==> src/rtl/rbu_pkg.sv <==
// ----------------------------------------------------------------------------
// rbu_pkg: shared types and constants
// Stage counts, field widths and calendar constants of the BCD-to-Unix-time
// converter.
// ----------------------------------------------------------------------------
`default_nettype none

package rbu_pkg;

  localparam int FrontStages = 2;
  localparam int QuoW        = 14;          // quotient < 10000
  localparam int DivStages   = QuoW;        // one quotient bit per stage
  localparam int BackStages  = 4;
  localparam int NStages     = FrontStages + DivStages + BackStages;

  localparam int DividendW = 29;            // 32767 * 10000 < 2^29
  localparam int DivisorW  = 16;            // prescaler + 1

  localparam logic [14:0] PrescalerReset = 15'd511;
  localparam logic [31:0] EpochJdn       = 32'd2440588;
  localparam logic [31:0] JdnBias        = 32'd32045;
  localparam logic [12:0] YearBase       = 13'd6800;  // 2000 + 4800
  localparam logic [28:0] FracSteps      = 29'd10000;
  localparam logic [29:0] NsPerStep      = 30'd100000;

  // calendar terms carried alongside the divider
  typedef struct packed {
    logic [9:0]  day_acc;   // day + month offset days
    logic [12:0] yr;        // year + 4800 - early
    logic [6:0]  yc;        // yr / 100
    logic [7:0]  hour;
    logic [7:0]  minute;
    logic [7:0]  second;
    logic        flag;      // sub-second above prescaler
  } cal_t;

endpackage

`default_nettype wire

==> src/rtl/rbu_front.sv <==
// ----------------------------------------------------------------------------
// rbu_front: BCD decode and operand setup
// Two stages: digit decode, then dividend product and day-count terms.
// ----------------------------------------------------------------------------
`default_nettype none

module rbu_front (
  input  wire logic                           clk_i,
  input  wire logic [rbu_pkg::FrontStages-1:0] load_i,
  input  wire logic [14:0]                    prescaler_i,
  input  wire logic [15:0]                    sub_second_i,
  input  wire logic [23:0]                    time_bcd_i,
  input  wire logic [23:0]                    date_bcd_i,
  output rbu_pkg::cal_t                       cal_o,
  output logic [rbu_pkg::DividendW-1:0]       dividend_o,
  output logic [rbu_pkg::DivisorW-1:0]        divisor_o
);

  logic [5:0]  day_w;
  logic [4:0]  month_w;
  logic [7:0]  year_w;
  logic        early_w;

  logic [12:0] yr0_q;
  logic [5:0]  day0_q;
  logic [4:0]  moff0_q;
  logic [7:0]  hour0_q, min0_q, sec0_q;
  logic        flag0_q;
  logic [14:0] diff0_q;
  logic [rbu_pkg::DivisorW-1:0] div0_q;

  logic [12:0] mx_w;
  logic [25:0] mprod_w;
  logic [25:0] yprod_w;

  rbu_pkg::cal_t                 cal1_q;
  logic [rbu_pkg::DividendW-1:0] dvd1_q;
  logic [rbu_pkg::DivisorW-1:0]  div1_q;

  always_comb begin
    day_w   = 6'(date_bcd_i[3:0]) + 6'(date_bcd_i[5:4]) * 6'd10;
    month_w = 5'(date_bcd_i[11:8]) + 5'(date_bcd_i[12]) * 5'd10;
    year_w  = 8'(date_bcd_i[19:16]) + 8'(date_bcd_i[23:20]) * 8'd10;
    early_w = (month_w <= 5'd2);
  end

  always_ff @(posedge clk_i) begin
    if (load_i[0]) begin
      yr0_q   <= 13'(year_w) + rbu_pkg::YearBase - 13'(early_w);
      day0_q  <= day_w;
      moff0_q <= early_w ? (month_w + 5'd9) : (month_w - 5'd3);
      sec0_q  <= 8'(time_bcd_i[3:0]) + 8'(time_bcd_i[7:4]) * 8'd10;
      min0_q  <= 8'(time_bcd_i[11:8]) + 8'(time_bcd_i[15:12]) * 8'd10;
      hour0_q <= 8'(time_bcd_i[19:16]) + 8'(time_bcd_i[23:20]) * 8'd10;
      flag0_q <= (sub_second_i > {1'b0, prescaler_i});
      diff0_q <= prescaler_i - sub_second_i[14:0];
      div0_q  <= {1'b0, prescaler_i} + 16'd1;
    end
  end

  // (153*m + 2) / 5 and yr / 100 by reciprocal multiply; exact over the ranges
  always_comb begin
    mx_w    = 13'(moff0_q) * 13'd153 + 13'd2;
    mprod_w = 26'(mx_w) * 26'd6554;
    yprod_w = 26'(yr0_q) * 26'd5243;
  end

  always_ff @(posedge clk_i) begin
    if (load_i[1]) begin
      cal1_q.day_acc <= 10'(day0_q) + mprod_w[24:15];
      cal1_q.yr      <= yr0_q;
      cal1_q.yc      <= yprod_w[25:19];
      cal1_q.hour    <= hour0_q;
      cal1_q.minute  <= min0_q;
      cal1_q.second  <= sec0_q;
      cal1_q.flag    <= flag0_q;
      dvd1_q         <= 29'(diff0_q) * rbu_pkg::FracSteps;
      div1_q         <= div0_q;
    end
  end

  assign cal_o      = cal1_q;
  assign dividend_o = dvd1_q;
  assign divisor_o  = div1_q;

endmodule

`default_nettype wire

==> src/rtl/rbu_frac_div.sv <==
// ----------------------------------------------------------------------------
// rbu_frac_div: pipelined restoring divider
// One quotient bit per stage, MSB first; calendar terms ride along.
// ----------------------------------------------------------------------------
`default_nettype none

module rbu_frac_div (
  input  wire logic                             clk_i,
  input  wire logic [rbu_pkg::DivStages-1:0]    load_i,
  input  wire logic [rbu_pkg::DividendW-1:0]    dividend_i,
  input  wire logic [rbu_pkg::DivisorW-1:0]     divisor_i,
  input  wire rbu_pkg::cal_t                    cal_i,
  output logic [rbu_pkg::QuoW-1:0]              quotient_o,
  output rbu_pkg::cal_t                         cal_o
);

  localparam int RemW = rbu_pkg::DividendW;
  localparam int N    = rbu_pkg::DivStages;

  logic [RemW-1:0]             rem_q [N];
  logic [rbu_pkg::QuoW-1:0]    quo_q [N];
  logic [rbu_pkg::DivisorW-1:0] div_q [N];
  rbu_pkg::cal_t               cal_q [N];

  for (genvar k = 0; k < N; k++) begin : g_stage
    logic [RemW-1:0]              rem_in;
    logic [rbu_pkg::QuoW-1:0]     quo_in;
    logic [rbu_pkg::DivisorW-1:0] div_in;
    rbu_pkg::cal_t                cal_in;
    logic [RemW:0]                sh;
    logic                         ge;

    if (k == 0) begin : g_first
      assign rem_in = dividend_i;
      assign quo_in = '0;
      assign div_in = divisor_i;
      assign cal_in = cal_i;
    end else begin : g_next
      assign rem_in = rem_q[k-1];
      assign quo_in = quo_q[k-1];
      assign div_in = div_q[k-1];
      assign cal_in = cal_q[k-1];
    end

    always_comb begin
      sh = (RemW + 1)'(div_in) << (N - 1 - k);
      ge = ({1'b0, rem_in} >= sh);
    end

    always_ff @(posedge clk_i) begin
      if (load_i[k]) begin
        rem_q[k] <= ge ? RemW'({1'b0, rem_in} - sh) : rem_in;
        quo_q[k] <= quo_in | (rbu_pkg::QuoW'(ge) << (N - 1 - k));
        div_q[k] <= div_in;
        cal_q[k] <= cal_in;
      end
    end
  end

  assign quotient_o = quo_q[N-1];
  assign cal_o      = cal_q[N-1];

endmodule

`default_nettype wire

==> src/rtl/rbu_back.sv <==
// ----------------------------------------------------------------------------
// rbu_back: day count and seconds assembly
// Julian day sum, then hours, minutes and seconds folded in one per stage.
// ----------------------------------------------------------------------------
`default_nettype none

module rbu_back (
  input  wire logic                            clk_i,
  input  wire logic [rbu_pkg::BackStages-1:0]  load_i,
  input  wire logic [rbu_pkg::QuoW-1:0]        quotient_i,
  input  wire rbu_pkg::cal_t                   cal_i,
  output logic [31:0]                          unix_seconds_o,
  output logic [29:0]                          nanoseconds_o,
  output logic                                 shift_flag_o
);

  logic [31:0] days_q, t1_q, t2_q, t3_q;
  logic [29:0] ns0_q, ns1_q, ns2_q, ns3_q;
  logic [7:0]  h0_q, m0_q, s0_q, m1_q, s1_q, s2_q;
  logic        f0_q, f1_q, f2_q, f3_q;

  always_ff @(posedge clk_i) begin
    if (load_i[0]) begin
      days_q <= 32'(cal_i.day_acc) + 32'(cal_i.yr) * 32'd365 + 32'(cal_i.yr >> 2)
                - 32'(cal_i.yc) + 32'(cal_i.yc >> 2)
                - rbu_pkg::JdnBias - rbu_pkg::EpochJdn;
      ns0_q  <= cal_i.flag ? '0 : 30'(quotient_i) * rbu_pkg::NsPerStep;
      h0_q   <= cal_i.hour;
      m0_q   <= cal_i.minute;
      s0_q   <= cal_i.second;
      f0_q   <= cal_i.flag;
    end
    if (load_i[1]) begin
      t1_q  <= days_q * 32'd24 + 32'(h0_q);
      ns1_q <= ns0_q;
      m1_q  <= m0_q;
      s1_q  <= s0_q;
      f1_q  <= f0_q;
    end
    if (load_i[2]) begin
      t2_q  <= t1_q * 32'd60 + 32'(m1_q);
      ns2_q <= ns1_q;
      s2_q  <= s1_q;
      f2_q  <= f1_q;
    end
    if (load_i[3]) begin
      t3_q  <= t2_q * 32'd60 + 32'(s2_q) - 32'(f2_q);
      ns3_q <= ns2_q;
      f3_q  <= f2_q;
    end
  end

  assign unix_seconds_o = t3_q;
  assign nanoseconds_o  = ns3_q;
  assign shift_flag_o   = f3_q;

endmodule

`default_nettype wire

==> src/rtl/rtc_bcd_to_unix_time.sv <==
// ----------------------------------------------------------------------------
// rtc_bcd_to_unix_time: calendar clock snapshot to Unix time
// Converts BCD time/date (years 2000-2099) plus sub-second count into Unix
// seconds, nanoseconds and a shift flag.
// ----------------------------------------------------------------------------
// One transaction in, one transaction out; unless a full pipeline stalls, a new
// transaction may enter every cycle. The pipeline is two decode/setup stages,
// fourteen restoring-divider stages (one quotient bit each, producing
// (prescaler - sub_second) * 10000 / (prescaler + 1)), and four stages that sum
// the Julian day number and fold in hours, minutes and seconds. Each stage holds
// its own valid bit and loads whenever it is empty or the stage after it moves,
// so bubbles close up under back-pressure and nothing is dropped or repeated;
// the last stage is the output register. sync_prescaler sits at APB address 0
// (reset 511) and should only be written while no transaction is in flight.
// ----------------------------------------------------------------------------
`default_nettype none

module rtc_bcd_to_unix_time (
  input  wire logic        clk_i,
  input  wire logic        rst_ni,
  // input transaction
  input  wire logic        in_valid_i,
  output logic             in_ready_o,
  input  wire logic [15:0] sub_second_i,
  input  wire logic [23:0] time_bcd_i,
  input  wire logic [23:0] date_bcd_i,
  // output transaction
  output logic             out_valid_o,
  input  wire logic        out_ready_i,
  output logic [31:0]      unix_seconds_o,
  output logic [29:0]      nanoseconds_o,
  output logic             shift_flag_o,
  // configuration
  input  wire logic        psel,
  input  wire logic        penable,
  input  wire logic        pwrite,
  input  wire logic [2:0]  paddr,
  input  wire logic [31:0] pwdata,
  output logic [31:0]      prdata,
  output logic             pready
);

  localparam int N  = rbu_pkg::NStages;
  localparam int F  = rbu_pkg::FrontStages;
  localparam int D  = rbu_pkg::DivStages;

  logic [14:0]  prescaler_q;
  logic [N-1:0] valid_q;
  logic [N:0]   load_w;

  rbu_pkg::cal_t                  cal_front, cal_div;
  logic [rbu_pkg::DividendW-1:0]  dividend;
  logic [rbu_pkg::DivisorW-1:0]   divisor;
  logic [rbu_pkg::QuoW-1:0]       quotient;

  // APB register: word 0 is the prescaler
  assign pready = 1'b1;
  assign prdata = (paddr[2] == 1'b0) ? {17'd0, prescaler_q} : '0;

  always_ff @(posedge clk_i or negedge rst_ni) begin
    if (!rst_ni) begin
      prescaler_q <= rbu_pkg::PrescalerReset;
    end else if (psel && penable && pwrite && pready && (paddr[2] == 1'b0)) begin
      prescaler_q <= pwdata[14:0];
    end
  end

  // stage k loads when empty or when stage k+1 loads
  always_comb begin
    load_w[N] = out_ready_i;
    for (int k = N - 1; k >= 0; k--) begin
      load_w[k] = !valid_q[k] || load_w[k+1];
    end
  end

  always_ff @(posedge clk_i or negedge rst_ni) begin
    if (!rst_ni) begin
      valid_q <= '0;
    end else begin
      if (load_w[0]) begin
        valid_q[0] <= in_valid_i;
      end
      for (int k = 1; k < N; k++) begin
        if (load_w[k]) begin
          valid_q[k] <= valid_q[k-1];
        end
      end
    end
  end

  assign in_ready_o  = load_w[0];
  assign out_valid_o = valid_q[N-1];

  rbu_front u_front (
    .clk_i        (clk_i),
    .load_i       (load_w[F-1:0]),
    .prescaler_i  (prescaler_q),
    .sub_second_i (sub_second_i),
    .time_bcd_i   (time_bcd_i),
    .date_bcd_i   (date_bcd_i),
    .cal_o        (cal_front),
    .dividend_o   (dividend),
    .divisor_o    (divisor)
  );

  rbu_frac_div u_div (
    .clk_i      (clk_i),
    .load_i     (load_w[F+D-1:F]),
    .dividend_i (dividend),
    .divisor_i  (divisor),
    .cal_i      (cal_front),
    .quotient_o (quotient),
    .cal_o      (cal_div)
  );

  rbu_back u_back (
    .clk_i          (clk_i),
    .load_i         (load_w[N-1:F+D]),
    .quotient_i     (quotient),
    .cal_i          (cal_div),
    .unix_seconds_o (unix_seconds_o),
    .nanoseconds_o  (nanoseconds_o),
    .shift_flag_o   (shift_flag_o)
  );

endmodule

`default_nettype wire
==> config.mk <==
export PLATFORM = sky130hd
export DESIGN_NAME = rtc_bcd_to_unix_time
export DESIGN_NICKNAME = d
export VERILOG_FILES = /design/src/rtl/rbu_pkg.sv /design/src/rtl/rbu_front.sv /design/src/rtl/rbu_frac_div.sv /design/src/rtl/rbu_back.sv /design/src/rtl/rtc_bcd_to_unix_time.sv
export SDC_FILE = /design/constraint.sdc
export NUM_CORES = 2
export LEC_CHECK = 0
export CORE_ASPECT_RATIO = 1.5
export CORE_MARGIN = 5
export CORE_UTILIZATION = 55
export CTS_CLUSTER_SIZE = 24
export DETAILED_ROUTE_END_ITERATION = 10
export DONT_BUFFER_PORTS = 1
export PLACE_DENSITY = 0.81
export SYNTH_ARGS = -nofsm -noshare
export SYNTH_HDL_FRONTEND = slang
export SYNTH_HIERARCHICAL = 1
export SYNTH_SLANG_ARGS = --single-unit
==> constraint.sdc <==
create_clock -name clk_i -period 9 [get_ports clk_i]
set_clock_uncertainty 0.15 [all_clocks]
set_input_delay 0.45 -clock clk_i [delete_from_list [all_inputs] [get_ports clk_i]]
set_output_delay 0.45 -clock clk_i [all_outputs]
set_load 0.01 [all_outputs]
==> summary.md <==
| Metric | Value |
|---|---|
| Longest Clk Path Bufs | `3` |
| Synth Area in Adders | `between 10% and 20%` |
| Detailed Route Iter0 Violations | `roughly 3,200` |
| Worst slew pin tran | `1180 ps` |
| Final Hold Vio Count | `0` |
| Top cell type by total area after synthesis | `edfxtp_1` |
| Max-slew headroom | `between 20 and 25%` |
| Mux contribution to synthesized area | `0.821%` |
| Seq/Total Area, Yosys | `57.2%` |
| Most common cell in the netlist | `edfxtp_1` |
| CTS tree | `yes` |
| Post-synthesis compound-gate area fraction | `about 8.4%` |
| Htree depth | `4` |
| Worst R2R End | `u_front/cal_o[53]$_DFFE_PP_` |
| Fmax | `approximately 120 MHz` |
| Final nets | `just over 9,000` |
| Wirelength per Cell | `around 17 µm` |
| Chip Height | `around 530 µm` |
| Slowest CP cell | `fa_1` |
| Synth top area share | `a little under three fifths` |
| Main combinational cell family by area after synthesis | `adder cells` |
| Worst Setup Start Kind | `register` |
| Global-route wire length before repair | `between 200,000 and 300,000 µm` |
| Reg area | `roughly 58,000 µm²` |
| Syn_area_per_cell | `between 10 and 15 µm²` |
| Setup violations, final | `0` |
| Setup Crit Path Kind | `reg2reg` |
| GRT Total Usage | `a little under a fifth` |
| Largest delay share family, worst path | `adder cells` |
| Required time of the critical path | `~9400 ps` |
| Initial Util | `about 55%` |
| Share of cells above drive strength 1 | `6.51%` |
| R2r startpoint | `u_front/moff0_q[4]$_DFFE_PP_` |
| Post-route ant nets | `0` |
| Routability Congestion | `roughly 0.9` |
| Critical Path Sink Type | `register` |
| Clk_lat worst skew | `~800 ps` |
| Drt pass-1 iters | `7` |
| CP arrival | `just under 9000 ps` |
| Outcome | `completed` |
| Reg2reg path depth | `38` |
| Final Max Tran Viols | `0` |
| EDFF count, synth | `~1,900` |
| Synth-to-Final Area Change | `9.42%` |
| Crit path max fanout | `5` |
| Library cells used by synthesis | `123` |
| CTS Buf Count | `roughly 180` |
| Root Buffer | `clkbuf_16` |
| Row count | `around 190` |
| Drt total wl | `approximately 180,000 µm` |
| Post-Synth XOR/XNOR Area | `approximately 4.6%` |
| FILL cells | `13,400` |
| Final TNS setup | `0 ps` |
| Hold Crit Class | `in2reg` |
| Total grt overflow | `0` |
| Synth area leaders | `edfxtp_1 56%, ha_1 11%, fa_1 6.8%` |
| DIE WIDTH | `around 360 µm` |
| Yosys reg bits | `~1,900` |
| HP Start | `sub_second_i[1]` |
| Total Die Area | `192,000 µm²` |
| Port Buffers | `0` |
| Hold Path End | `u_front/diff0_q[3]$_DFFE_PP_` |
| Vias/cell | `about 5.5` |
| Top Ports | `between 200 and 250` |
| Cells after synthesis | `7,523` |
| Warnings from Yosys | `6` |
| Area taken by multi-input logic gates | `roughly 40,000 µm²` |
| Fin crit period | `8380 ps` |
| Fin crit share | `between 90 and 100%` |
| Most instantiated cells after synthesis | `1,893 x edfxtp_1, 937 x inv_1, 881 x ha_1` |
| Fraction of registers with async set/reset | `under 10%` |
| Synth Area in Simple Gates | `roughly 6.9%` |
| Core Box Area | `183,000 µm²` |
| Worst reg2reg setup slack | `around 620 ps` |
| Pin count of the biggest net entering global routing | `a little under 80` |
| RSZ-0062 raised after global routing | `no` |
| Vias in the first global route | `roughly 60,000` |
| Antenna violations before repair | `1` |
| Slowest cell delay on critical path | `~520 ps` |
| Via count | `roughly 57,000` |
| Post-DP HPWL | `130,000 µm` |
| Max Cap Viol | `0` |
| Number of remaining DRC errors | `0` |
| WP buf/inv | `8` |
| Netlist Area Pre-Place | `101,000 µm²` |
| Clock slew at reported path FFs | `60 ps` |
| Total clock sinks | `1,928` |
| Hold Path Depth | `6` |
| Most used DFF post-synth | `edfxtp_1` |
-- logic make-up after synthesis --
| group | count (synthesis) |
|---|---|
| DFF | 1928 |
| and+or+nand+nor | 1384 |
| AOI/OAI and AO/OA | 1300 |
| adders and majority gates | 1223 |
| buffers and inverters | 1085 |
| xor gates and xnor gates | 523 |
| muxes | 75 |
| other | 5 |
-- cell type report --
class	instances	share of cell area, %
Clock inverter	118	1.08
Inverter	939	3.19
Clock buffer	204	4.13
Tap cell	2425	2.75
Multi-Input combinational cell	4538	35.4
Antenna cell	1	0.00226
Timing Repair Buffer	151	1.24
Sequential cell	1928	52.2
-- registers in the layout, summed over array words and instances, names as in the netlist, 28 cells and up --
| name | count |
|---|---|
| u_div/cal_q | 770 |
| u_div/rem_q | 377 |
| u_back/t2_q | 30 |
| u_back/unix_seconds_o | 32 |
| u_front/cal_o | 49 |
| u_div/div_q | 208 |
| u_back/t1_q | 28 |
| u_div/quo_q | 105 |
-- routing by layer --
layer  track usage [%]  vias to the layer above  wire [µm]
met1              19.9                    27600      66300
met4              7.33                        0       6550
li1                  -                    27400          -
met5                 0                        -          0
met2              36.6                     1289      99600
met3              2.40                      421       5560
-- worst register-to-register path, delay by kind of cell (launching register included) --
| family | cells | cell delay [ps] |
|---|---|---|
| adders and majority gates | 10 | 3750 |
| buffers and inverters | 8 | 710 |
| xor gates and xnor gates | 2 | 380 |
| and+or+nand+nor | 5 | 510 |
| AOI/OAI and AO/OA | 13 | 2110 |
| DFF | 1 | 500 |
-- placed cells by master (no fill, tap or decap), types with 26 or more instances in the layout --
master         synthesis  layout
o21ai_0              250     250
clkbuf_16              0     176
nor2_1               391     390
o211ai_1              29      29
dlygate4sd3_1          0      89
conb_1                 5      33
inv_1                937     934
nor4_1                34      34
edfxtp_1            1893    1893
nand2b_1              80      80
clkinv_2               0      27
mux2_2                59      59
buf_4                 88      61
o31ai_1               30      30
nand2_1              306     301
ha_1                 881     881
nand3_1               88      81
a21o_1               156     156
a211oi_1              59      59
fa_1                 342     342
or2_2                 27      27
xnor2_1              324     324
o21bai_1              54      54
nor3_1               107     107
clkinv_1               0      36
xor2_1               195     195
dfrtp_1               26      26
a21oi_1              372     371
nand4_1               53      53
or3_1                 33      33
o21a_1                73      73
and2_1                36      36
nor2b_1               85      85
and3_1                34      34
a31oi_1               48      48
-- per-stage QoR --
stage	hold WS, ps	instance area (µm²)	setup WS, ps	cells	utilization [%]
finish	65.5	110000	623	10300	60.5
global route	51.8	110000	1.35	10300	60.5
CTS	0.845	110000	486	10300	60.5
detailed placement	8.47	104000	655	9890	56.9
global placement	8.27	104000	627	9890	56.9
floorplan	4.41	101000	1040	7551	-
-- timing repair --
action / in CTS / in global routing
buffers inserted: 0 / 1
gates resized for setup: 0 / 1
hold buffers: 90 / 0
endpoints found under the hold margin: 124 / 0
setup endpoints to repair: 0 / 1
-- worst max-delay path by stage --
stage                                       startpoint                     endpoint  slack, ps  depth (start not counted)
after floorplan           u_front/moff0_q[1]$_DFFE_PP_  u_front/cal_o[54]$_DFFE_PP_       1040                         40
final                     u_front/moff0_q[4]$_DFFE_PP_  u_front/cal_o[53]$_DFFE_PP_        620                         38
after detailed placement  u_front/moff0_q[4]$_DFFE_PP_  u_front/cal_o[54]$_DFFE_PP_        660                         40
after global routing      u_front/moff0_q[4]$_DFFE_PP_  u_front/cal_o[53]$_DFFE_PP_          1                         38
after global placement    u_front/moff0_q[4]$_DFFE_PP_  u_front/cal_o[54]$_DFFE_PP_        630                         40
after CTS                 u_front/moff0_q[4]$_DFFE_PP_  u_front/cal_o[54]$_DFFE_PP_        490                         40
Power is not shown: default switching activity piles up to over one toggle a cycle in this logic, so the estimate is an artifact.
